===== src/sfbs_pkg.sv =====
// shared types and constants of the serial frame byte stuffer
`default_nettype none

package sfbs_pkg;

    // framing and escape codes
    localparam logic [7:0] FLAG_BYTE = 8'h7E;
    localparam logic [7:0] TYPE_BYTE = 8'h42;
    localparam logic [7:0] ESC_BYTE  = 8'h7D;
    localparam logic [7:0] ESC_FLAG  = 8'h5E;
    localparam logic [7:0] ESC_ESC   = 8'h5D;

    // record layout
    localparam int POS_W     = 9;
    localparam int HDR_FIRST = 6;
    localparam int LEN_POS   = 9;

    // command queue between front and back
    localparam int QUEUE_DEPTH = 4;
    localparam int QPTR_W      = $clog2(QUEUE_DEPTH);
    localparam int QCNT_W      = $clog2(QUEUE_DEPTH + 1);

    // one classified request: which parts of the frame it emits
    typedef struct packed {
        logic       open;
        logic       data;
        logic       len;
        logic       close;
        logic [7:0] data_byte;
        logic [7:0] len_byte;
    } sfbs_cmd_t;

    // output sequencer phases
    typedef enum logic [3:0] {
        PH_START,
        PH_FLAG_OPEN,
        PH_TYPE,
        PH_DATA,
        PH_DATA_ESC,
        PH_LEN,
        PH_CK0,
        PH_CK1,
        PH_FLAG_CLOSE
    } sfbs_phase_t;

endpackage

`default_nettype wire


===== src/sfbs_front.sv =====
// front part: tracks the record position and classifies each request
`default_nettype none

module sfbs_front (
    input  wire logic              clk,
    input  wire logic              rst_n,
    input  wire logic              accept,
    input  wire logic [7:0]        record_byte,
    input  wire logic              first_byte,
    output sfbs_pkg::sfbs_cmd_t    cmd,
    output logic                   push
);
    import sfbs_pkg::*;

    logic [POS_W-1:0] pos_reg, pos_next;
    logic [7:0]       length_reg, length_next;
    logic             active_reg, active_next;
    logic             is_close;

    // close when position reaches the last payload byte
    assign is_close = ({1'b0, pos_reg} == (10'(LEN_POS) + {2'b00, length_reg}));

    // classification and next state
    always_comb
    begin
        pos_next      = pos_reg;
        length_next   = length_reg;
        active_next   = active_reg;
        cmd.open      = 1'b0;
        cmd.data      = 1'b0;
        cmd.len       = 1'b0;
        cmd.close     = 1'b0;
        cmd.data_byte = record_byte;
        cmd.len_byte  = length_reg;
        push          = 1'b0;
        if (first_byte)
        begin
            cmd.open    = 1'b1;
            push        = accept;
            length_next = record_byte;
            pos_next    = POS_W'(1);
            active_next = 1'b1;
        end
        else if (active_reg)
        begin
            cmd.data    = (pos_reg >= POS_W'(HDR_FIRST));
            cmd.len     = (pos_reg == POS_W'(LEN_POS));
            cmd.close   = is_close;
            push        = accept && (cmd.data || cmd.len || cmd.close);
            pos_next    = pos_reg + 1'b1;
            active_next = !is_close;
        end
    end

    // record state
    always_ff @(posedge clk or negedge rst_n)
    begin
        if (!rst_n)
        begin
            pos_reg    <= '0;
            length_reg <= '0;
            active_reg <= 1'b0;
        end
        else if (accept)
        begin
            pos_reg    <= pos_next;
            length_reg <= length_next;
            active_reg <= active_next;
        end
    end

endmodule

`default_nettype wire


===== src/sfbs_queue.sv =====
// short command queue between front and back
`default_nettype none

module sfbs_queue (
    input  wire logic                clk,
    input  wire logic                rst_n,
    input  wire logic                push,
    input  wire sfbs_pkg::sfbs_cmd_t push_cmd,
    input  wire logic                pop,
    output sfbs_pkg::sfbs_cmd_t      head,
    output logic                     head_valid,
    output logic                     full
);
    import sfbs_pkg::*;

    sfbs_cmd_t         mem_reg [QUEUE_DEPTH];
    logic [QPTR_W-1:0] wr_ptr_reg, rd_ptr_reg;
    logic [QCNT_W-1:0] count_reg;

    assign head       = mem_reg[rd_ptr_reg];
    assign head_valid = (count_reg != '0);
    assign full       = (count_reg == QCNT_W'(QUEUE_DEPTH));

    // entry storage
    always_ff @(posedge clk)
    begin
        if (push)
            mem_reg[wr_ptr_reg] <= push_cmd;
    end

    // pointers and fill count
    always_ff @(posedge clk or negedge rst_n)
    begin
        if (!rst_n)
        begin
            wr_ptr_reg <= '0;
            rd_ptr_reg <= '0;
            count_reg  <= '0;
        end
        else
        begin
            if (push)
                wr_ptr_reg <= wr_ptr_reg + 1'b1;
            if (pop)
                rd_ptr_reg <= rd_ptr_reg + 1'b1;
            if (push && !pop)
                count_reg <= count_reg + 1'b1;
            else if (pop && !push)
                count_reg <= count_reg - 1'b1;
        end
    end

    // queue checks
    a_no_overflow: assert property (@(posedge clk) disable iff (!rst_n)
        push |-> !full)
        else $error("push into full queue");
    a_no_underflow: assert property (@(posedge clk) disable iff (!rst_n)
        pop |-> head_valid)
        else $error("pop from empty queue");
    a_count_range: assert property (@(posedge clk) disable iff (!rst_n)
        count_reg <= QCNT_W'(QUEUE_DEPTH))
        else $error("queue count out of range");

endmodule

`default_nettype wire


===== src/sfbs_back.sv =====
// back part: expands commands into stuffed bytes through the output register
`default_nettype none

module sfbs_back (
    input  wire logic                clk,
    input  wire logic                rst_n,
    input  wire sfbs_pkg::sfbs_cmd_t head,
    input  wire logic                head_valid,
    output logic                     pop,
    output logic                     out_valid,
    input  wire logic                out_stall,
    output logic [7:0]               out_byte,
    output logic                     run_last,
    output logic                     frame_end
);
    import sfbs_pkg::*;

    sfbs_phase_t phase_reg, phase_next;
    sfbs_phase_t cur_phase, step_phase, after_data;
    logic        after_data_last;
    logic        needs_esc;
    logic        load, emit;
    logic [7:0]  byte_next;
    logic        last_next, end_next;
    logic        out_valid_reg;
    logic [7:0]  out_byte_reg;
    logic        run_last_reg, frame_end_reg;

    assign load      = !out_valid_reg || !out_stall;
    assign emit      = load && head_valid;
    assign needs_esc = (head.data_byte == FLAG_BYTE) || (head.data_byte == ESC_BYTE);

    // phase that follows the data byte
    always_comb
    begin
        if (head.len)
            after_data = PH_LEN;
        else if (head.close)
            after_data = PH_CK0;
        else
            after_data = PH_START;
        after_data_last = !head.len && !head.close;
    end

    // phase sequencer and byte selection
    always_comb
    begin
        if (phase_reg != PH_START)
            cur_phase = phase_reg;
        else if (head.open)
            cur_phase = PH_FLAG_OPEN;
        else if (head.data)
            cur_phase = PH_DATA;
        else if (head.len)
            cur_phase = PH_LEN;
        else
            cur_phase = PH_CK0;

        step_phase = PH_START;
        byte_next  = 8'h00;
        last_next  = 1'b0;
        end_next   = 1'b0;
        unique case (cur_phase)
            PH_FLAG_OPEN:
            begin
                byte_next  = FLAG_BYTE;
                step_phase = PH_TYPE;
            end
            PH_TYPE:
            begin
                byte_next = TYPE_BYTE;
                last_next = 1'b1;
            end
            PH_DATA:
            begin
                if (needs_esc)
                begin
                    byte_next  = ESC_BYTE;
                    step_phase = PH_DATA_ESC;
                end
                else
                begin
                    byte_next  = head.data_byte;
                    step_phase = after_data;
                    last_next  = after_data_last;
                end
            end
            PH_DATA_ESC:
            begin
                byte_next  = (head.data_byte == FLAG_BYTE) ? ESC_FLAG : ESC_ESC;
                step_phase = after_data;
                last_next  = after_data_last;
            end
            PH_LEN:
            begin
                byte_next  = head.len_byte;
                step_phase = head.close ? PH_CK0 : PH_START;
                last_next  = !head.close;
            end
            PH_CK0:
            begin
                step_phase = PH_CK1;
            end
            PH_CK1:
            begin
                step_phase = PH_FLAG_CLOSE;
            end
            PH_FLAG_CLOSE:
            begin
                byte_next = FLAG_BYTE;
                last_next = 1'b1;
                end_next  = 1'b1;
            end
            default:
            begin
                last_next = 1'b1;
            end
        endcase
        phase_next = last_next ? PH_START : step_phase;
    end

    assign pop = emit && last_next;

    // phase and output valid
    always_ff @(posedge clk or negedge rst_n)
    begin
        if (!rst_n)
        begin
            phase_reg     <= PH_START;
            out_valid_reg <= 1'b0;
        end
        else if (load)
        begin
            out_valid_reg <= head_valid;
            if (head_valid)
                phase_reg <= phase_next;
        end
    end

    // output payload
    always_ff @(posedge clk)
    begin
        if (emit)
        begin
            out_byte_reg  <= byte_next;
            run_last_reg  <= last_next;
            frame_end_reg <= end_next;
        end
    end

    assign out_valid = out_valid_reg;
    assign out_byte  = out_byte_reg;
    assign run_last  = run_last_reg;
    assign frame_end = frame_end_reg;

    // sequencer checks
    a_end_is_flag: assert property (@(posedge clk) disable iff (!rst_n)
        (out_valid_reg && frame_end_reg) |-> (run_last_reg && out_byte_reg == FLAG_BYTE))
        else $error("frame end not on a closing flag");
    a_mid_cmd_head: assert property (@(posedge clk) disable iff (!rst_n)
        (phase_reg != PH_START) |-> head_valid)
        else $error("command in progress without queue head");
    a_esc_pending: assert property (@(posedge clk) disable iff (!rst_n)
        (phase_reg == PH_DATA_ESC) |-> (out_valid_reg && out_byte_reg == ESC_BYTE))
        else $error("escape code pending without escape byte shown");

endmodule

`default_nettype wire


===== src/serial_frame_byte_stuffer.sv =====
// Serial frame byte stuffer: a request is taken in any cycle the command queue has room.
// Its frame bytes pass through the command queue and then the output register.
// The back sequencer sends one frame byte per cycle while out_stall is low and a command is queued;
// a request yields 0 to 6 bytes, so sustained input is bounded by the bytes each request produces.
// The four-entry command queue lets input run ahead of a stalled output.
// Asynchronous active-low reset clears position, length, frame state, queue and output valid.
`default_nettype none

module serial_frame_byte_stuffer (
    input  wire logic       clk,
    input  wire logic       rst_n,
    input  wire logic       in_valid,
    output logic            in_stall,
    input  wire logic [7:0] record_byte,
    input  wire logic       first_byte,
    output logic            out_valid,
    input  wire logic       out_stall,
    output logic [7:0]      out_byte,
    output logic            run_last,
    output logic            frame_end
);
    import sfbs_pkg::*;

    sfbs_cmd_t front_cmd;
    sfbs_cmd_t head;
    logic      push, pop, head_valid, full, accept;

    assign in_stall = full;
    assign accept   = in_valid && !full;

    // request classification
    sfbs_front u_front (
        .clk         (clk),
        .rst_n       (rst_n),
        .accept      (accept),
        .record_byte (record_byte),
        .first_byte  (first_byte),
        .cmd         (front_cmd),
        .push        (push)
    );

    // command queue
    sfbs_queue u_queue (
        .clk        (clk),
        .rst_n      (rst_n),
        .push       (push),
        .push_cmd   (front_cmd),
        .pop        (pop),
        .head       (head),
        .head_valid (head_valid),
        .full       (full)
    );

    // byte expansion and output
    sfbs_back u_back (
        .clk        (clk),
        .rst_n      (rst_n),
        .head       (head),
        .head_valid (head_valid),
        .pop        (pop),
        .out_valid  (out_valid),
        .out_stall  (out_stall),
        .out_byte   (out_byte),
        .run_last   (run_last),
        .frame_end  (frame_end)
    );

endmodule

`default_nettype wire

===== config.mk =====
export PLATFORM = sky130hd
export DESIGN_NAME = serial_frame_byte_stuffer
export DESIGN_NICKNAME = d
export VERILOG_FILES = /design/src/sfbs_pkg.sv /design/src/sfbs_front.sv /design/src/sfbs_queue.sv /design/src/sfbs_back.sv /design/src/serial_frame_byte_stuffer.sv
export SDC_FILE = /design/constraint.sdc
export NUM_CORES = 1
export LEC_CHECK = 0
export ABC_CLOCK_PERIOD_IN_PS = 3800
export BUFFER_PORTS_ARGS = -buffer_cell sky130_fd_sc_hd__buf_2
export CORE_UTILIZATION = 55
export DETAILED_ROUTE_END_ITERATION = 10
export MAX_ROUTING_LAYER = met4
export PLACE_DENSITY = 0.78
export SETUP_SLACK_MARGIN = 0.05
export SLEW_MARGIN = 5
export SYNTH_ARGS = -nofsm -noshare
export SYNTH_HDL_FRONTEND = slang
export SYNTH_HIERARCHICAL = 1
export SYNTH_SLANG_ARGS = --single-unit

===== constraint.sdc =====
create_clock -name clk -period 3.8 [get_ports clk]
set_clock_uncertainty 0.2 [all_clocks]
set_input_delay 0.38 -clock clk [delete_from_list [all_inputs] [get_ports clk]]
set_output_delay 0.38 -clock clk [all_outputs]
set_load 0.01 [all_outputs]

==> out/qor.yml, run 1 <==
critical_path:
  cp-start-kind: "register"
  crit_path_start: "u_queue/rd_ptr_reg[0]"
  worstSetupPathType: "reg -> reg"
  worstPathArrival_ns: 3.86
  endpoint_kind: "register"
  critPathMaxFanout: 21
  reg2reg_from: "u_queue/rd_ptr_reg[0]"
  critPathRequiredTime_ns: 4.01
grt:
  grt_max_degree: 31
  gr-total-overflow: 0
  grtUsageTotal: 0.240
  grt_pass1_wl_um: 19000
  grt_pass1_vias: 3549
  antenna_found_initial: 0
layout:
  largest_register_ffs: 80
  layout-drive-gt1-share: 0.221
  num-fill-cells: 705
  finalNonFillerCells: 600
  nets: 477
  num_antenna_cells: 0
  area_delta_synth_final_pct: 15.0
  stdcell_area_sq_um: 6610
clocking:
  cts_buffers: 17
  clk_latency_ns: 0.53
  cts_sinks: 120
  clkTransAtPathRegs_ns: 0.06
  clockBufferDepth: 2
  root_buffer: "clkbuf_8"
  tritoncts: "done"
  htreeDepth: 4
  cts_setup_buffers: 0
yosys:
  synth_edf_count: 90
  synth_fa_ha_area_frac: 0.0231
  synth-seq-area-share: 0.601
  synth_xor_area_frac: 0.0314
  syn_area_sq_um: 5740
  ys_types: 73
  ys_ff_latch: 120
  syn_inst: 418
  synth_top_family_by_area: "simple AND/OR/NAND/NOR gates"
  ys.flop_type: "edfxtp_1"
  synth_warnings: 6
  netlist.area_leader.share: 0.470
  synthArstFlopShare: 0.250
  synthMuxAreaShare: 0.0834
  synth_compound_area_frac: 0.106
  netlist.top_cell.by_area: "edfxtp_1"
  syn_nets: 441
  synth_simple_gate_area_frac: 0.115
  avgSynthCellArea_sq_um: 13.7
  synthTopCellsByArea: "edfxtp_1 (47%), dfrtp_1 (13%), mux4_2 (7.1%)"
floorplan:
  io_pins: 25
  start_util: 0.577
  die_h_um: 104
  die_area_sq_um: 10900
  core_sq_um: 9950
  dieWidth_um: 104
  row_count: 36
power:
  power_density_nw_per_um2: 811
  comb_power_share: 0.350
  seqPwrFrac: 0.382
  p_int_mw: 3.45
  switchingPower_mw: 1.91
  peakVddDrop_mv: 0.315
  p_leak_nw: 2.44
  p_sw_frac: 0.357
  clockPowerShare: 0.268
route:
  avgRoutedWirePerCell_um: 19.7
  wl_um: 11800
  dr.pass1.iters: 5
  vias: 3714
  drtIter0Drc: 320
  route.detailed.drc: 0
  avgViaCountPerCell: 6.19
  ant_nets: 0
hold_path:
  hp-start: "in_valid"
  hold_path_class: "in -> reg"
timing:
  fin_crit_ns: 3.66
  relSlewSlack: 0.482
  worst_pin_slew_ns: 0.758
  finalHoldViolCount: 0
  finalCritPeriodShare: 0.962
  setup_viol: 0
  grt_setup_unrepaired: "true"
  fmax_mhz: 274
  drv_slew: 0
status:
  status: "finished clean"
place:
  placed_area_sq_um: 5950
  port_buffers: 24
  dp_cells: 557
  gp_congestion: 0.937
  hpwl_um: 7400
job:
  maxCapViolations: 0
critical path, cell delays in order, from the launching register on:
cell      delay, ns
dfrtp_1        0.41
buf_12         0.21
mux4_2         0.57
nor2_1         0.22
nor4b_1        0.33
o211ai_1       0.22
a31oi_2        0.33
inv_1          0.08
ha_1           0.21
inv_1          0.08
fa_1           0.40
mux2_2         0.27
power groups by stage:
stage	Sequential, mW	Clock (mW)	Combinational [mW]
floorplan	1.97	0	1.42
global placement	2.05	0	1.78
detailed placement	2.06	0	1.81
CTS	2.04	1.46	1.85
global route	2.08	1.51	2.04
finish	2.05	1.44	1.88
cell usage in the layout, fill, tap and decap left out, types with 5 or more instances in the layout:
cell type / n
inv_1: 12
ha_1: 8
buf_2: 24
mux4_2: 18
nor3_1: 7
xnor2_1: 7
o21ai_0: 10
dlygate4sd3_1: 11
edfxtp_1: 90
and2_1: 8
a31oi_1: 6
nand2b_1: 9
nand2_1: 42
nor2_1: 16
dfrtp_1: 30
inv_6: 6
xor2_1: 11
or3_1: 5
a21oi_1: 14
clkbuf_16: 16
nand4_1: 6
nand3_1: 6
buf_4: 9
logic make-up (layout without fill, tap and decap cells):
| logic type | count (synthesis) | count (layout) |
|---|---|---|
| flip-flops | 120 | 120 |
| adder cells (fa/ha/maj) | 10 | 10 |
| buffers and inverters | 41 | 90 |
| multiplexers | 22 | 22 |
| AND/OR/NAND/NOR | 124 | 124 |
| XOR/XNOR | 19 | 19 |
| AO/OA/AOI/OAI | 82 | 82 |
synth_stat cells, types with 8 or more instances:
cell type	instances
o21ai_0	10
nand2b_1	9
dfrtp_1	30
inv_1	12
nand2_1	42
xor2_1	11
a21oi_1	14
mux4_2	18
buf_2	12
nor2_1	16
buf_4	10
edfxtp_1	90
ha_1	9
and2_1	8
through the flow:
stage | hold WS [ns] | TNS [ns] | power, mW | util | setup WS [ns]
after floorplan | -0.116 | 0 | 3.39 | - | 0.378
after global placement | 0.270 | 0 | 3.83 | 0.598 | 0.302
after detailed placement | 0.275 | 0 | 3.88 | 0.598 | 0.143
after CTS | 0.0642 | 0 | 5.35 | 0.663 | 0.0807
after global routing | 0.106 | -0.0325 | 5.63 | 0.664 | -0.0325
final | 0.0785 | 0 | 5.36 | 0.664 | 0.145
path summary, 6_finish.rpt:
check                           slack (ns)                     to  depth (start not counted)
min in group asynchronous             0.25  u_queue/wr_ptr_reg[0]                          2
worst min-delay path                  0.08     u_front/pos_reg[2]                          3
max in group asynchronous             2.69       u_back/out_valid                          2
worst max register to register        0.14   u_queue/count_reg[1]                         11
worst min register to register        0.29   u_queue/count_reg[2]                          1
worst max-delay path                  0.14   u_queue/count_reg[1]                         11
layer usage:
layer	track usage	part of all wire	up-vias
met5	-	0	-
met4	0.0857	0.018	0
met3	0.0526	0.057	27
met1	0.301	0.42	1860
li1	-	-	1671
met2	0.387	0.50	156
what timing repair did:
| action | in CTS | in global routing |
|---|---|---|
| endpoints found under the setup margin | 0 | 2 |
| gates resized for setup | 0 | 2 |
| hold endpoints to repair | 72 | 0 |
| hold buffers | 11 | 0 |
final cells by class:
| type | instances | area (sq um) | share of cell area |
|---|---|---|---|
| flip-flops and latches | 120 | 3450 | 0.523 |
| multi-input cells | 257 | 2070 | 0.313 |
| clock buffers | 18 | 418 | 0.0632 |
| repair buffers | 46 | 338 | 0.0511 |
| well taps | 133 | 166 | 0.0252 |
| clock inverters | 14 | 116 | 0.0176 |
| inverters | 12 | 45.0 | 0.00682 |
No activity file was read; power rests on OpenSTA's default activity.
==> run 2: changes to the inputs <==
--- a/config.mk
+++ b/config.mk
@@ -11,6 +11,7 @@
 export DETAILED_ROUTE_END_ITERATION = 10
 export MAX_ROUTING_LAYER = met4
 export PLACE_DENSITY = 0.78
+export RECOVER_POWER = 50
 export SETUP_SLACK_MARGIN = 0.05
 export SLEW_MARGIN = 5
 export SYNTH_ARGS = -nofsm -noshare
==> out/qor.yml, run 2 (synthesis results as in run 1) <==
floorplan:
  row_count: 36
  core_sq_um: 9950
  start_util: 0.577
  die_h_um: 104
  die_area_sq_um: 10900
  dieWidth_um: 104
  io_pins: 25
place:
  pre_cts_ws_ns: 0.143
  port_buffers: 24
  gp_congestion: 0.937
  dp_cells: 557
  hpwl_um: 7400
  placed_area_sq_um: 5950
timing:
  fmax_mhz: 274
  setup-tns-final_ns: 0
  setup_viol: 0
  fin_ws_ns: 0.146
  drv_slew: 31
  finalCritPeriodShare: 0.962
  fin_crit_ns: 3.65
  worst_pin_slew_ns: 1.73
  grt_setup_unrepaired: "true"
  relSlewSlack: -0.151
  finalHoldViolCount: 0
clocking:
  clk_latency_ns: 0.52
  root_buffer: "clkbuf_8"
  clkTransAtPathRegs_ns: 0.06
  clockBufferDepth: 2
  tritoncts: "done"
  cts_buffers: 17
  cts_sinks: 120
  htreeDepth: 4
power:
  power_density_nw_per_um2: 813
  p_leak_nw: 2.38
  peakVddDrop_mv: 0.315
critical_path:
  critPathRequiredTime_ns: 4.01
  cp-start-kind: "register"
  reg2regPathDepth: 11
  worstSetupPathType: "reg -> reg"
  worstPathArrival_ns: 3.86
  endpoint_kind: "register"
  critPathMaxFanout: 21
layout:
  stdcell_area_sq_um: 6570
  area_delta_synth_final_pct: 14.4
  final_cell_mix: "edfxtp_1 (90), nand2_1 (42), dfrtp_1 (30)"
  finalNonFillerCells: 600
  nets: 477
  largest_register_ffs: 80
  final_common_cell: "edfxtp_1"
  layout-drive-gt1-share: 0.171
  num_antenna_cells: 0
hold_path:
  worstHoldPathCells: 3
  hold_path_class: "in -> reg"
status:
  violations: "max-capacitance violations, max-slew violations"
  status: "finished with violations"
grt:
  grt_max_degree: 31
  grtUsageTotal: 0.240
  gr-total-overflow: 0
  grt_pass1_wl_um: 19000
  antenna_found_initial: 0
  grt_pass1_vias: 3549
route:
  vias: 3720
  avgRoutedWirePerCell_um: 19.8
  route.detailed.drc: 0
  ant_nets: 0
  drtIter0Drc: 309
  avgViaCountPerCell: 6.20
  dr.pass1.iters: 5
  wl_um: 11900
job:
  maxCapViolations: 1
## run 2: timing repair
action	CTS	global route
hold buffers	11	0
gates resized for setup	0	2
setup buffers	0	0
hold endpoints to repair	72	0
setup endpoints to repair	0	2
## run 2: per-stage QoR
step / utilization / power (mW) / hold slack (ns)
after detailed placement: 0.598 / 3.88 / 0.275
after floorplan: - / 3.39 / -0.116
after global placement: 0.598 / 3.83 / 0.270
after CTS: 0.663 / 5.35 / 0.0642
final: 0.660 / 5.34 / 0.197
after global routing: 0.660 / 5.61 / 0.244
## run 2: critical path, cell delays in order (launching register included)
cell,delay (ns)
dfrtp_1,0.41
buf_12,0.21
mux4_2,0.57
nor2_1,0.21
nor4b_1,0.34
o211ai_1,0.23
a31oi_2,0.33
inv_1,0.08
ha_1,0.21
inv_1,0.08
fa_1,0.40
mux2_2,0.27
## run 2: cell type report
type                            instances  area [sq um]
Clock buffer                           18           418
Clock inverter                         14           116
Fill cell                             719          3380
Inverter                               12          45.0
Multi-Input combinational cell        257          2060
Sequential cell                       120          3450
Tap cell                              133           166
Timing Repair Buffer                   46           308
## run 2: worst paths after layout
check / start / endpoint / slack (ns)
setup / recovery: u_queue/rd_ptr_reg[0] / u_queue/count_reg[1] / 0.15
hold / removal: in_valid / u_front/pos_reg[2] / 0.20
setup reg to reg: u_queue/rd_ptr_reg[0] / u_queue/count_reg[1] / 0.15
hold reg to reg: u_queue/count_reg[2] / u_queue/count_reg[2] / 0.29
max in group asynchronous: rst_n / u_back/out_valid / 1.76
min in group asynchronous: rst_n / u_back/phase_reg[1] / 0.65
## run 2: report_power, final
part	switching (mW)	internal, mW
clock	0.621	0.816
sequential	0.277	1.77
combinational	1.02	0.837
total	1.92	3.43
## run 2: metal layers
metal / vias up / part of all wire / global-route usage
met5: - / 0 / -
met4: 0 / 0.015 / 0.0857
met3: 25 / 0.058 / 0.0526
met2: 164 / 0.51 / 0.387
met1: 1862 / 0.42 / 0.301
li1: 1669 / - / -
